`config.mk`:
```
export PLATFORM = sky130hd
export DESIGN_NAME = nai_front
export DESIGN_NICKNAME = d
export VERILOG_FILES = /design/src/nai_pkg.sv /design/src/nai_front.sv
export SDC_FILE = /design/constraint.sdc
export NUM_CORES = 1
export LEC_CHECK = 0
export BUFFER_PORTS_ARGS = -buffer_cell sky130_fd_sc_hd__buf_2
export CORE_MARGIN = 2
export CORE_UTILIZATION = 55
export DETAILED_ROUTE_END_ITERATION = 8
export HOLD_SLACK_MARGIN = 0.12
export PLACE_DENSITY_LB_ADDON = 0.2
export SLEW_MARGIN = 20
export SYNTH_ARGS = -nofsm -noshare
export SYNTH_HDL_FRONTEND = slang
export SYNTH_SLANG_ARGS = --single-unit
```
`constraint.sdc`:
```
create_clock -name clk -period 6 [get_ports clk]
set_input_delay 0.3 -clock clk [delete_from_list [all_inputs] [get_ports clk]]
set_output_delay 0.3 -clock clk [all_outputs]
set_load 0.05 [all_outputs]
```
`src/nai_pkg.sv`:
```
package nai_pkg;

  localparam int COUNT_W   = 24;
  localparam int SUPPORT_W = 32;

  localparam logic [1:0] CMD_APPEND = 2'd0;
  localparam logic [1:0] CMD_STREAM = 2'd1;
  localparam logic [1:0] CMD_CLEAR  = 2'd2;

  typedef enum logic [1:0] {
    OP_APPEND,
    OP_STREAM,
    OP_CLEAR
  } op_t;

  typedef struct packed {
    logic valid;
    op_t  op;
    logic last;
  } nai_head_t;

endpackage

```
`src/nai_front.sv`:
```
module nai_front
  import nai_pkg::*;
#(
  parameter int CODE_BITS = 24
) (
  input  logic                 clk,
  input  logic                 rst_n,
  input  logic                 in_valid,
  output logic                 in_stall,
  input  logic [1:0]           in_cmd,
  input  logic [CODE_BITS-1:0] in_pre,
  input  logic [CODE_BITS-1:0] in_post,
  input  logic [COUNT_W-1:0]   in_count,
  input  logic                 in_last,
  input  logic                 pop,
  output nai_head_t            head,
  output logic [CODE_BITS-1:0] head_pre,
  output logic [CODE_BITS-1:0] head_post,
  output logic [COUNT_W-1:0]   head_count
);

  logic [1:0]           count_r;
  logic [1:0]           count_nxt;
  logic                 wr_ptr_r;
  logic                 rd_ptr_r;
  op_t                  op_q   [2];
  logic                 last_q [2];
  logic [CODE_BITS-1:0] pre_q  [2];
  logic [CODE_BITS-1:0] post_q [2];
  logic [COUNT_W-1:0]   cnt_q  [2];
  op_t                  in_op;
  logic                 is_cmd;
  logic                 enq;
  logic                 deq;

  always_comb begin
    in_op  = OP_APPEND;
    is_cmd = 1'b1;
    unique case (in_cmd)
      CMD_APPEND: in_op = OP_APPEND;
      CMD_STREAM: in_op = OP_STREAM;
      CMD_CLEAR:  in_op = OP_CLEAR;
      default:    is_cmd = 1'b0;
    endcase
  end

  assign in_stall = count_r[1];
  assign enq      = in_valid && !in_stall && is_cmd;
  assign deq      = pop && (count_r != 2'd0);

  always_comb begin
    count_nxt = count_r;
    if (enq && !deq) begin
      count_nxt = count_r + 2'd1;
    end else if (deq && !enq) begin
      count_nxt = count_r - 2'd1;
    end
  end

  always_ff @(posedge clk) begin
    if (!rst_n) begin
      count_r  <= 2'd0;
      wr_ptr_r <= 1'b0;
      rd_ptr_r <= 1'b0;
    end else begin
      count_r <= count_nxt;
      if (enq) begin
        wr_ptr_r <= ~wr_ptr_r;
      end
      if (deq) begin
        rd_ptr_r <= ~rd_ptr_r;
      end
    end
  end

  always_ff @(posedge clk) begin
    if (enq) begin
      op_q[wr_ptr_r]   <= in_op;
      last_q[wr_ptr_r] <= in_last;
      pre_q[wr_ptr_r]  <= in_pre;
      post_q[wr_ptr_r] <= in_post;
      cnt_q[wr_ptr_r]  <= in_count;
    end
  end

  assign head.valid = (count_r != 2'd0);
  assign head.op    = op_q[rd_ptr_r];
  assign head.last  = last_q[rd_ptr_r];
  assign head_pre   = pre_q[rd_ptr_r];
  assign head_post  = post_q[rd_ptr_r];
  assign head_count = cnt_q[rd_ptr_r];

endmodule

```
Word level (Yosys, flattened, before mapping)
Memory sizes are Yosys's and may differ from the RTL's. A register that Yosys moved wholly into a read port is not among the register bits.
Index checks and enable logic that the tools add are counted.
{ "classes": {"addsub": 2, "eq_ne": 2, "mux": 16, "n_bitwise": 2, "reduce_logical": 12} }
{ "op_table": {"columns": ["op", "n"], "rows": [
  ["$mux 1", 13],
  ["$logic_and 1x1->1", 5],
  ["$mux 2", 2],
  ["$pmux 2 s2", 1],
  ["$reduce_bool 2->1", 2],
  ["$logic_not 1->1", 3],
  ["$reduce_or 3->1", 1],
  ["$add 2x1->2 const B", 1],
  ["$eq 2x1->1 const B", 1],
  ["$eq 2x2->1 const B", 1],
  ["$logic_not 2->1", 1],
  ["$not 1->1", 2],
  ["$sub 2x1->2 const B", 1]
]} }
{ "word_totals": {"register_bits": 4, "ram_bits": 150, "output_inout_bits": 77, "elab_cells": 42, "memories": 5} }
{ "memory_table": {"columns": ["memory", "words", "word_bits", "read_ports", "rd_ports_with_merged_regs", "write_ports", "line", "text"], "rows": [
  ["cnt_q", 2, 24, 1, 1, 1, "nai_front.sv:30", "logic [COUNT_W-1:0] cnt_q [2];"],
  ["post_q", 2, 24, 1, 1, 1, "nai_front.sv:29", "logic [CODE_BITS-1:0] post_q [2];"],
  ["pre_q", 2, 24, 1, 1, 1, "nai_front.sv:28", "logic [CODE_BITS-1:0] pre_q [2];"],
  ["op_q", 2, 2, 1, 1, 1, "nai_front.sv:26", "op_t op_q [2];"],
  ["last_q", 2, 1, 1, 1, 1, "nai_front.sv:27", "logic last_q [2];"]
]} }

Logic depth before layout (Yosys ltp)
{ "depth": {"word_depth": 8, "ltp_mapped": 6} }

Worst setup path before layout
No wires, ideal clock.
{ "synth_path": {"path_type": "register to register", "start": "register count_r[1]", "end": "memory cnt_q[1][0], enable pin", "arrival_time_ps": 2570, "required_ps": 5559, "setup_slack_ps": 2989, "stages_incl_launch_ff": 4, "n_path_buf": 0, "synth_period_minus_slack_ps": 3011, "path_cell_list": "dfxtp_1 -> inv_1 -> and3_1 -> and2_1"} }
{ "synth_via": {"elab_chain_len": 5} }
{ "synth_lines": {"columns": ["element", "line", "text"], "rows": [
  ["from (decl)", "nai_front.sv:22", "logic [1:0] count_r;"],
  ["from (signal assigned)", "nai_front.sv:66", "count_r <= count_nxt;"],
  ["$logic_not 1->1", "nai_front.sv:48", "assign enq = in_valid && !in_stall && is_cmd;"],
  ["$logic_and 1x1->1 (2 in a row)", "nai_front.sv:48", null],
  ["named net enq", "nai_front.sv:33", "logic enq;"],
  ["$mux 1", "nai_front.sv:77", "if (enq) begin"],
  ["$mux 1 (not written as such)", "nai_front.sv:82", "cnt_q[wr_ptr_r] <= in_count;"],
  ["to (decl)", "nai_front.sv:30", null]
]} }
The timed path passes the listed nets, and every way through them passes these cells.

==> run_results.csv <==
group,metric,value,unit
status,status,"complete, no violations",
logic_synthesis,synth_compound_area_share,0.596,%
floorplan,ios,156,
logic_synthesis,netlist_instances,261,
timing,hold_ws,0.148,ns
setup_path,arrival,2.18,ns
placed_design,placed_cells,545,
power_and_ir_drop,p_sw_share,35.8,%
floorplan,die-height,106,um
grt,grt_pass1_wl,16.1,mm
timing,tightest_slew,1.02,ns
grt,grt_usage,19.4,%
clock_network,insertion_delay,0.51,ns
grt,antenna_found_initial,0,
layout,area_growth,38.2,%
placed_design,io_buffers,155,
setup_path,crit_slowest_cell,"dfxtp_4",
timing,max_clock_freq,404,MHz
logic_synthesis,synthSimpleGateAreaFrac,1.17,%
detailed_routing,firstDrtPassIters,4,
setup_path,worstSetupPathType,"register to output port",
placed_design,gp_congestion,0.731,
detailed_routing,vias_per_cell,4.87,
timing,fin_worst_skew,0.00925,ns
grt,overflow,0,
floorplan,fp.dieW,106,um
detailed_routing,wl,10.5,mm
setup_path,cp_max_fo,75,
logic_synthesis,netlist.area_leader.share,79.4,%
power_and_ir_drop,pwr-share-clk,27.1,%
min_path,hold_class,"primary input to register",
clock_network,clk_pin_slew,0.06,ns
grt,grt_max_degree,76,
logic_synthesis,synth_top_family_by_area,"multiplexers",
logic_synthesis,synth_nets,341,
power_and_ir_drop,p_int,0.00220,W
logic_synthesis,seq_area_frac_synth,81.2,%
clock_network,htree_num_levels,4,
timing,tns,0,ns
setup_path,reg2reg_from,"count_r[1]",
setup_path,cp-start-kind,"register",
layout,final_cells,652,
job,cap_viol_max_count,0,
clock_network,clockRootBuffer,"clkbuf_8",
timing,rsz0062_at_grt,"no",
timing,drv_slew,0,
clock_network,post_cts_buffers,0,
floorplan,fp.coreArea,10200,um2
detailed_routing,wl_met1,4.19,mm
logic_synthesis,yosys.area_share.xor_xnor,0.463,%
power_and_ir_drop,seqPwrFrac,41.5,%
detailed_routing,vias,3173,
logic_synthesis,synth_area_leaders,"edfxtp_1 79%, mux2_2 15%, dfxtp_1 1.8%",
setup_path,cp.required,5.70,ns
clock_network,cts-buffers-inserted,17,
detailed_routing,drcViolationCount,0,
layout,nets,584,
detailed_routing,ant_nets,0,
placed_design,dpl_cell_area,6560,um2
timing,relSlewSlack,31.7,%
detailed_routing,wl_per_cell,16.1,um
layout,antenna_cells,0,
logic_synthesis,synth_area,5670,um2
placed_design,hpwl,5.82,mm
power_and_ir_drop,combPwrFrac,31.4,%
floorplan,start_util,55.7,%
power_and_ir_drop,cellPowerDensity,436,nW/um2
setup_path,endpoint_kind,"output port",
power_and_ir_drop,p_leak,2.96,nW
power_and_ir_drop,p_total,0.00342,W
setup_path,path_cells,"mux2_2 -> buf_2",
clock_network,clock_sink_count,155,
logic_synthesis,synth_adder_area_share,0.221,%
logic_synthesis,synth.area.mux_share,14.9,%
timing,min_period_over_period,41.3,%
floorplan,rows,37,
logic_synthesis,yosysWarnings,0,
logic_synthesis,synth-seq-cells,155,
layout,layout-drive-gt1-share,51.2,%
power_and_ir_drop,switching_power,0.00122,W
power_and_ir_drop,vdd_drop_max,382,uV
clock_network,clock_path_buffers,2,
setup_path,cpPeakStageDelay,1.00,ns
logic_synthesis,synth_cell_types,22,
min_path,min_from,"in_valid",
timing,finalHoldViolations,0,
timing,finalSetupViolations,0,
detailed_routing,wl_met2,5.59,mm
layout,design_area,7840,um2
timing,period_needed,2.48,ns
detailed_routing,routed.top_layer,"met4",
floorplan,dieArea,11100,um2
logic_synthesis,yosys.area.top_type,"edfxtp_1",
grt,grt_pass1_vias,3357,
logic_synthesis,avgSynthCellArea,21.7,um2
clock_network,cts_tree,"yes",
detailed_routing,dr.first_iter.drc_count,135,
detailed_routing,wl_met3,560,um
## path summary, 6_finish.rpt
check,endpoint,slack [ns],cells past startpoint
worst max-delay path,head_count[9],3.52,2
worst min-delay path,wr_ptr_r,0.15,3
worst max register to register,pre_q[0][18],3.82,4
worst min register to register,count_r[1],0.54,2
## Yosys cell counts
cell / n
a21boi_0: 1
a21boi_1: 1
a31o_2: 1
and2_1: 4
and3_1: 1
buf_2: 2
buf_4: 1
buf_6: 5
dfxtp_1: 5
edfxtp_1: 150
ha_1: 1
inv_1: 3
mux2_2: 75
nand2_1: 1
nand4_1: 1
nor2b_1: 2
o21ai_0: 1
o21ai_1: 1
or2_2: 1
or3_1: 1
xnor2_1: 2
xor2_1: 1
## cell usage in the layout, fill, tap and decap left out, types with 2 or more instances in the layout
master and instances:
nor2b_1 2, inv_1 2, clkinv_1 3, buf_2 155, xnor2_1 2, clkinv_2 5
mux2_2 75, and2_1 3, clkbuf_16 16, clkinvlp_4 3, dfxtp_1 4, edfxtp_1 150
dlygate4sd3_1 76
## power groups by stage
stage	Sequential (W)	Clock [W]	Combinational, W
after detailed placement	0.00144	0	0.00103
after CTS	0.00142	0.000944	0.00108
final	0.00142	0.000926	0.00107
after global routing	0.00143	0.000996	0.00112
after global placement	0.00144	0	0.00103
after floorplan	0.00138	0	0.000892
## per-layer routing
metal | up-vias | track usage [%]
met5 | - | 0
met4 | 0 | 8.46
met3 | 12 | 5.88
met2 | 119 | 33.6
met1 | 1526 | 22.3
li1 | 1516 | -
## final cells by class
class / instances / area [um2]
timing repair buffer: 232 / 1540
multi-input combinational: 95 / 986
inverter: 3 / 11.3
sequential: 155 / 4610
tap: 136 / 170
clock inverter: 14 / 106
clock buffer: 17 / 414
fill: 612 / 2340
## metrics by stage
stage                     setup WS [ns]  utilization (%)
after global placement             3.73             64.4
after detailed placement           3.69             64.4
final                              3.52             77.0
after CTS                          3.44             77.0
after global routing               3.38             77.0
after floorplan                    2.99                -
## worst max-delay path: cells and delay by family (launching register included)
family                 cells  cell delay, ns
muxes                      1            0.44
DFF                        1            1.00
buffers and inverters      1            0.22
## state kept, by name, indices dropped and copies added, names as in the netlist, named ones only
register,flops
cnt_q,48
count_r,2
last_q,2
op_q,4
post_q,48
pre_q,48
rd_ptr_r,1
wr_ptr_r,1
## kinds of logic after synthesis
kind of cell,after synthesis
compound gates,5
xor+xnor,3
fa+ha+maj,1
buf+inv,11
flops,155
mux,75
simple gates,11
## what timing repair did
action	4_1_cts	5_1_grt
hold buffers	76	0
gates resized for setup	0	0
hold endpoints to repair	155	0
Power figures use the tool's default switching activity.
