<file path="src/nai_pkg.sv">
package nai_pkg;

  localparam int COUNT_W   = 24;
  localparam int SUPPORT_W = 32;

  localparam logic [1:0] CMD_APPEND = 2'd0;
  localparam logic [1:0] CMD_STREAM = 2'd1;
  localparam logic [1:0] CMD_CLEAR  = 2'd2;

  typedef enum logic [1:0] {
    OP_APPEND,
    OP_STREAM,
    OP_CLEAR
  } op_t;

  typedef struct packed {
    logic valid;
    op_t  op;
    logic last;
  } nai_head_t;

endpackage

</file>
<file path="src/nai_back.sv">
module nai_back
  import nai_pkg::*;
#(
  parameter int PREFIX_DEPTH = 1024,
  parameter int CODE_BITS    = 24
) (
  input  logic                            clk,
  input  logic                            rst_n,
  input  logic                            cfg_wr_en,
  input  logic [SUPPORT_W-1:0]            cfg_wr_data,
  input  nai_head_t                       head,
  input  logic [CODE_BITS-1:0]            head_pre,
  input  logic [CODE_BITS-1:0]            head_post,
  input  logic [COUNT_W-1:0]              head_count,
  output logic                            pop,
  output logic                            ram_we,
  output logic [$clog2(PREFIX_DEPTH)-1:0] ram_waddr,
  output logic [2*CODE_BITS-1:0]          ram_wdata,
  output logic                            ram_re,
  output logic [$clog2(PREFIX_DEPTH)-1:0] ram_raddr,
  input  logic [2*CODE_BITS-1:0]          ram_rdata,
  output logic                            out_valid,
  input  logic                            out_stall,
  output logic                            out_kept,
  output logic [CODE_BITS-1:0]            out_pre,
  output logic [CODE_BITS-1:0]            out_post,
  output logic [COUNT_W-1:0]              out_count,
  output logic [SUPPORT_W-1:0]            out_support,
  output logic                            out_frequent,
  output logic                            out_result_last,
  output logic                            out_store_overflow
);

  localparam int AW = $clog2(PREFIX_DEPTH);
  localparam int LW = $clog2(PREFIX_DEPTH + 1);
  localparam logic [LW-1:0] DEPTH_LEN = LW'(PREFIX_DEPTH);

  typedef enum logic [1:0] {
    S_IDLE,
    S_CMP,
    S_SUM,
    S_EMIT
  } state_t;

  state_t               state_r, state_nxt;
  logic [LW-1:0]        len_r, len_nxt;
  logic [LW-1:0]        ptr_r, ptr_nxt;
  logic [LW-1:0]        ptr_inc;
  logic [SUPPORT_W-1:0] sup_r, sup_nxt;
  logic [SUPPORT_W-1:0] thr_r, thr_nxt;
  logic                 ovf_r, ovf_nxt;
  logic                 kept_r, kept_nxt;
  logic                 out_valid_r, out_valid_nxt;
  logic                 frequent_nxt;
  logic                 load_cand;
  logic                 load_out;
  logic                 out_free;
  logic [SUPPORT_W:0]   sum_wide;
  logic [CODE_BITS-1:0] cand_pre_r;
  logic [CODE_BITS-1:0] cand_post_r;
  logic [COUNT_W-1:0]   cand_cnt_r;
  logic                 cand_last_r;
  logic [CODE_BITS-1:0] stored_pre;
  logic [CODE_BITS-1:0] stored_post;

  assign stored_pre  = ram_rdata[2*CODE_BITS-1:CODE_BITS];
  assign stored_post = ram_rdata[CODE_BITS-1:0];
  assign ptr_inc     = ptr_r + 1'b1;
  assign out_free    = !out_valid_r || !out_stall;
  assign sum_wide    = {1'b0, sup_r} + (SUPPORT_W + 1)'(cand_cnt_r);
  assign ram_waddr   = len_r[AW-1:0];
  assign ram_wdata   = {head_pre, head_post};

  always_comb begin
    state_nxt     = state_r;
    len_nxt       = len_r;
    ptr_nxt       = ptr_r;
    sup_nxt       = sup_r;
    ovf_nxt       = ovf_r;
    kept_nxt      = kept_r;
    thr_nxt       = cfg_wr_en ? cfg_wr_data : thr_r;
    out_valid_nxt = out_valid_r && out_stall;
    frequent_nxt  = 1'b0;
    pop           = 1'b0;
    ram_we        = 1'b0;
    ram_re        = 1'b0;
    ram_raddr     = ptr_r[AW-1:0];
    load_cand     = 1'b0;
    load_out      = 1'b0;
    unique case (state_r)
      S_IDLE: begin
        if (head.valid) begin
          pop = 1'b1;
          unique case (head.op)
            OP_APPEND: begin
              if (len_r < DEPTH_LEN) begin
                ram_we  = 1'b1;
                len_nxt = len_r + 1'b1;
              end else begin
                ovf_nxt = 1'b1;
              end
            end
            OP_CLEAR: begin
              len_nxt = '0;
              ptr_nxt = '0;
              sup_nxt = '0;
              ovf_nxt = 1'b0;
            end
            OP_STREAM: begin
              load_cand = 1'b1;
              kept_nxt  = 1'b0;
              if (ptr_r < len_r) begin
                ram_re    = 1'b1;
                state_nxt = S_CMP;
              end else begin
                state_nxt = S_SUM;
              end
            end
            default: ;
          endcase
        end
      end
      S_CMP: begin
        if (stored_pre < cand_pre_r) begin
          if (stored_post > cand_post_r) begin
            kept_nxt  = 1'b1;
            state_nxt = S_SUM;
          end else begin
            ptr_nxt = ptr_inc;
            if (ptr_inc < len_r) begin
              ram_re    = 1'b1;
              ram_raddr = ptr_inc[AW-1:0];
            end else begin
              state_nxt = S_SUM;
            end
          end
        end else begin
          state_nxt = S_SUM;
        end
      end
      S_SUM: begin
        if (kept_r) begin
          sup_nxt = sum_wide[SUPPORT_W] ? '1 : sum_wide[SUPPORT_W-1:0];
        end
        state_nxt = S_EMIT;
      end
      S_EMIT: begin
        if (out_free) begin
          load_out      = 1'b1;
          out_valid_nxt = 1'b1;
          frequent_nxt  = cand_last_r && (sup_r >= thr_r);
          if (cand_last_r) begin
            ptr_nxt = '0;
            sup_nxt = '0;
          end
          state_nxt = S_IDLE;
        end
      end
      default: state_nxt = S_IDLE;
    endcase
  end

  always_ff @(posedge clk) begin
    if (!rst_n) begin
      state_r     <= S_IDLE;
      len_r       <= '0;
      ptr_r       <= '0;
      sup_r       <= '0;
      thr_r       <= SUPPORT_W'(1);
      ovf_r       <= 1'b0;
      kept_r      <= 1'b0;
      out_valid_r <= 1'b0;
    end else begin
      state_r     <= state_nxt;
      len_r       <= len_nxt;
      ptr_r       <= ptr_nxt;
      sup_r       <= sup_nxt;
      thr_r       <= thr_nxt;
      ovf_r       <= ovf_nxt;
      kept_r      <= kept_nxt;
      out_valid_r <= out_valid_nxt;
      if (load_cand) begin
        cand_pre_r  <= head_pre;
        cand_post_r <= head_post;
        cand_cnt_r  <= head_count;
        cand_last_r <= head.last;
      end
      if (load_out) begin
        out_kept           <= kept_r;
        out_pre            <= cand_pre_r;
        out_post           <= cand_post_r;
        out_count          <= cand_cnt_r;
        out_support        <= sup_r;
        out_frequent       <= frequent_nxt;
        out_result_last    <= cand_last_r;
        out_store_overflow <= ovf_r;
      end
    end
  end

  assign out_valid = out_valid_r;

endmodule

</file>
<file path="config.mk">
export PLATFORM = sky130hd
export DESIGN_NAME = nai_back
export DESIGN_NICKNAME = d
export VERILOG_FILES = /design/src/nai_pkg.sv /design/src/nai_back.sv
export SDC_FILE = /design/constraint.sdc
export NUM_CORES = 1
export LEC_CHECK = 0
export BUFFER_PORTS_ARGS = -buffer_cell sky130_fd_sc_hd__buf_2
export CORE_UTILIZATION = 40
export CTS_CLUSTER_DIAMETER = 120
export CTS_CLUSTER_SIZE = 14
export DETAILED_ROUTE_END_ITERATION = 12
export HOLD_SLACK_MARGIN = 0.02
export PLACE_DENSITY_LB_ADDON = 0.05
export SKIP_LAST_GASP = 1
export SYNTH_ARGS = -nofsm -noshare
export SYNTH_HDL_FRONTEND = slang
export SYNTH_SLANG_ARGS = --single-unit
export TNS_END_PERCENT = 1
</file>
<file path="constraint.sdc">
create_clock -name clk -period 5.6 [get_ports clk]
set_input_delay 0.56 -clock clk [delete_from_list [all_inputs] [get_ports clk]]
set_output_delay 0.56 -clock clk [all_outputs]
set_load 0.005 [all_outputs]
</file>
Word-level counts from Yosys, hierarchy flattened --
Cells that the tools add are included.
Cells by class: add/sub/neg operators 3, magnitude comparators 6, equality and inequality tests 17, multiplexer cells 55, reductions and logical operators 20
Operator list (count):
- two-way mux 32 bit | 6
- one-hot mux 32 bit (3 select lines) | 1
- two-way mux 11 bit | 7
- two-way mux 10 bit | 4
- adder 32 x 24 -> 33 bit | 1
- one-hot mux 11 bit (3 select lines) | 1
- >= comparator 32 bit | 1
- > comparator 24 bit | 1
- < comparator 24 bit | 1
- two-way mux 1 bit | 24
- adder 11 x 1 -> 11 bit (second input constant) | 2
- < comparator 11 bit | 2
- one-hot mux 11 bit (2 select lines) | 1
- inequality test 2 bit (second input constant) | 9
- two-way mux 2 bit | 7
- AND reduction 4 bit | 3
- < comparator 11 bit (second input constant) | 1
- one-hot mux 2 bit (4 select lines) | 1
- AND reduction 7 bit | 1
- equality test 2 bit (second input constant) | 3
- one-hot mux 1 bit (2 select lines) | 3
- AND reduction 2 bit | 3
- AND reduction 6 bit | 1
- nonzero test 3 bit | 2
- other kinds (9) | 15
Storage, ports and cells: flip-flop bits (word level) 272, input bits 160

Logic depth before layout (Yosys ltp) --
word-level depth 6, mapped depth 14

Worst setup path before layout --
Ideal clock, no wire load.
path kind input-to-reg, from input rst_n, to register out_count[0], enable pin, library setup time 0.480 ns, data arrival time 3.604 ns, setup slack 1.516 ns, cell stages on the path 3, path through clkbuf_1 -> clkbuf_1 -> and3_1
On the way: longest elaborated chain between the ends 1
RTL lines:
- start, declared | line nai_back.sv:8 | input logic rst_n,
- AND reduction 2 bit (no source line)
- end signal, assigned | line nai_back.sv:192 | out_count <= cand_cnt_r;
- end, declared | line nai_back.sv:27 | output logic [COUNT_W-1:0] out_count,
No other way between the ends. A chain may end at the register's enable or synchronous reset.

Final worst setup path --
from register ptr_r[0], to output ram_raddr[6]
On the way: longest elaborated chain between the ends 6
RTL lines:
- start, declared | line nai_back.sv:47 | logic [LW-1:0] ptr_r, ptr_nxt;
- start signal, assigned | line nai_back.sv:176 | ptr_r <= ptr_nxt;
- adder 11 x 1 -> 11 bit (*) | line nai_back.sv:68 | assign ptr_inc = ptr_r + 1'b1;
- < comparator 11 bit | line nai_back.sv:130 | if (ptr_inc < len_r) begin
- two-way mux 10 bit (*) | line nai_back.sv:130
- two-way mux 10 bit (*) | line nai_back.sv:125 | if (stored_post > cand_post_r) begin
- two-way mux 10 bit (*) | line nai_back.sv:124 | if (stored_pre < cand_pre_r) begin
- two-way mux 10 bit (*) | line nai_back.sv:90 | unique case (state_r)
- end, declared | line nai_back.sv:20 | output logic [$clog2(PREFIX_DEPTH)-1:0] ram_raddr,
Mark *: on every way between the ends. The rest lies on a longest branch, timed or not.

==> summary.txt <==
Worst hold path
  – Worst Hold Class: input port to register

Detailed routing
  – Drt wl/cell: roughly 18 um
  – Vias post-DR: slightly below 10000
  – Vias per cell: around 5.0
  – Final wirelength: about 35000 um
  – # DRC: 0
  – First-pass iteration count of the detailed router: 6
  – Final ANT Viol Nets: 0
  – First DRT Iteration DRCs: around 380

Synth
  – Distinct cell type count after synthesis: 66
  – Mapped cell area: about 0.014 sq mm
  – Asr flop ratio synth: 0
  – Syn nets: 1496
  – Syn_area_per_cell: 11.38 sq um
  – Seq/Total Area, Yosys: 0.5293
  – Mapped Cells: about 1200
  – Number of synthesized flops with an enable pin: ~180
  – Synthesis-stage register bit count: ~270
  – Yosys warning count: 0
  – Ys flop type: edfxtp_1

Floorplanning
  – Row count: 67
  – Die H: around 190 um
  – DIE WIDTH: between 150 and 200 um
  – I/O pins: 340
  – Initial Util: 0.4079
  – Die area: roughly 0.035 sq mm
  – Core area: around 0.034 sq mm

Place
  – Setup WS pre-CTS: about 1500 ps
  – I/O Buffers: 339
  – Hpwl dp: between 20000 and 30000 um
  – Gpl congestion: roughly 0.87

Run status
  – Run status: finished clean

Timing
  – Final setup fails: 0
  – Slew Limit Headroom: 0.3326
  – Final setup margin: around 1200 ps
  – Post-Route Skew: 17.21 ps
  – Fin. max-slew vios: 0
  – Hold Vio Cnt, Final: 0
  – Worst slew pin tran: roughly 1000 ps
  – RSZ-0062 raised after global routing: false
  – Fin crit period: ~4400 ps
  – Period utilization: 0.7904
  – Fmax: approximately 230 MHz
  – Fin Setup TNS: 0 ps

Worst setup path
  – Crit path largest cell delay: about 500 ps
  – Worst endpoint required time: about 5000 ps
  – Worst Path Max Fanout: 15
  – CP delay by family, top: simple AND/OR/NAND/NOR gates
  – Slowest CP cell: dfxtp_1
  – Crit path capture type: primary output
  – CP Launch Type: register
  – CP Cell Sequence: ha_1 > and3_1 > and3_1 > nand3_1 > xnor2_1 > ha_1 > a21oi_1 > nand2_1 > a41oi_1 > o21ai_0 > nor3b_2 > buf_4 > nand2_1 > xnor2_1 > buf_2
  – Setup CP Type: register to primary output
  – WP data arrival: 3870 ps
  – Crit path buffers/inverters: 2

Power
  – Share of power burned in registers: 0.522
  – Peak supply drop: between 0.0002 and 0.00025 V
  – Tot Pwr: 0.004340 W
  – Power per cell area: between 200 and 300 mW/mm^2
  – Clk pwr share: 0.345
  – P_int: about 0.0032 W
  – Sw Ratio: 0.2581
  – Leakage: slightly above 7 nW
  – Combinational fraction of design power: 0.133
  – Switching component of the power: roughly 0.0011 W

Clock tree
  – Max H-tree Level: 1
  – CTS clk-pin slew, worst paths: roughly 70 ps
  – Post-CTS Setup Bufs: 0
  – # clock sinks: roughly 270
  – CTS max path bufs: 3
  – Total CTS buffers: 23
  – Post-CTS Hold Buffers: 0
  – CTS root buffer: clkbuf_16
  – Post-cts sizing count: 0
  – Clock latency on the worst-skew pair: 530 ps
  – CTS tree: done

Global routing
  – Grt ovf: 0
  – Vias in the first global route: ~9700
  – GR Layer Usage met2: 0.3513
  – Gr busiest metal: met2
  – Global-route wire length before repair: approximately 54000 um
  – Total GRT Usage: 0.1975
  – Met3 usage: 0.04822
  – Met1 Use GR: 0.2346
  – Initial antenna violation count: 4
  – Pin count of the biggest net entering global routing: 73

Layout
  – Layout cell share with drive strength beyond 1: 0.2610
  – Most common cell after layout, fill and taps aside: buf_2
  – Nets: between 1500 and 2000
  – Layout area overhead: 17.47%
  – Leading cell types in the layout, fill and taps excluded: 339 x buf_2, 181 x edfxtp_1, 130 x ha_1

Flow run
  – Max-cap viol count: 0
==> layer usage <==
layer  share of wire  vias up
met5         0.00075        -
met4           0.030        4
met3           0.060       46
met2            0.49      258
met1            0.42     4544
li1                -     4861
==> Yosys cell counts (3+ instances only) <==
library cell  instances  area [sq um]
nor3_1               11         55.05
nor2b_1              39         244.0
a31o_2                3         26.28
o21a_1                8         60.06
o21ai_0              60         300.3
inv_1               104         390.4
nand3_1              29         145.1
nand4_1              19         118.9
a41oi_1               4         35.03
a21oi_1              53         265.3
a211o_1               4         35.03
a221oi_1              3         26.28
a2111oi_0             5         43.79
ha_1                130          1627
buf_4                60         450.4
xnor2_1              36         315.3
o2bb2ai_1             3         26.28
a21o_1               42         315.3
and2_1                7         43.79
o211ai_1              5         37.54
a211oi_1             10         75.07
clkbuf_1             29         108.9
nor2_1               31         116.4
a22oi_1               3         22.52
o31ai_1               3         22.52
or2_2                 3         18.77
o221a_1               8         90.09
nor2_2                8         50.05
xor2_1                7         61.31
and3_1               15         93.84
a31oi_1              12         75.07
a21boi_0             12         90.09
dfxtp_1              91          1822
edfxtp_1            181          5435
mux2i_1              35         350.3
nand2b_1              8         50.05
nand2_1              82         307.8
o22ai_1               4         25.02
nand3b_1              3         22.52
==> metrics by stage <==
stage                       util  std cells  instance area (sq um)  hold WS, ps
after floorplan                -       1205                  13710        409.0
after global placement    0.4597       1905                  15450        428.0
after detailed placement  0.4597       1905                  15450        430.4
after CTS                 0.4790       1946                  16100        163.2
after global routing      0.4790       1946                  16100        176.6
final                     0.4791       1948                  16110        206.1
==> worst paths after layout <==
kind | start | to | slack [ps] | cells after the start
setup / recovery | ptr_r[0] | ram_raddr[6] | 1170 | 15
hold / removal | head_count[10] | cand_cnt_r[10] | 210 | 1
setup reg to reg | cand_post_r[19] | ptr_r[0] | 2100 | 10
hold reg to reg | cand_post_r[14] | out_post[14] | 440 | 0
==> power by group through the flow <==
stage / clock network, W / registers, W / logic [W]
6_report: 0.00150 / 0.00227 / 0.000577
5_1_grt: 0.00163 / 0.00228 / 0.000651
4_1_cts: 0.00156 / 0.00227 / 0.000589
3_5_place_dp: 0 / 0.00231 / 0.000586
3_3_place_gp: 0 / 0.00231 / 0.000585
2_1_floorplan: 0 / 0.00231 / 0.000362
==> state kept, by name (all words and copies together) (netlist names), 2 cells and up <==
name	flops
cand_pre_r	24
state_r	2
ptr_r	11
out_post	24
cand_post_r	24
sup_r	32
thr_r	32
cand_cnt_r	24
out_pre	24
out_count	24
len_r	11
out_support	32
==> cells by family after synthesis <==
| group | synth area share |
|---|---|
| AO/OA/AOI/OAI | 0.1268 |
| XOR/XNOR | 0.02747 |
| adder cells (fa/ha/maj) | 0.1201 |
| buffers and inverters | 0.07100 |
| flip-flops | 0.5293 |
| multiplexers | 0.02637 |
| AND/OR/NAND/NOR | 0.09901 |
==> final cells by class <==
class	count	area (sq um)
antenna	2	5.005
clock buffer	40	639.4
clock inverter	1	8.758
fill	3174	17510
inverter	104	390.4
multi-input combinational	736	5490
sequential	272	7257
tap	448	560.5
timing repair buffer	345	1754
Power figures use the tool's default switching activity.
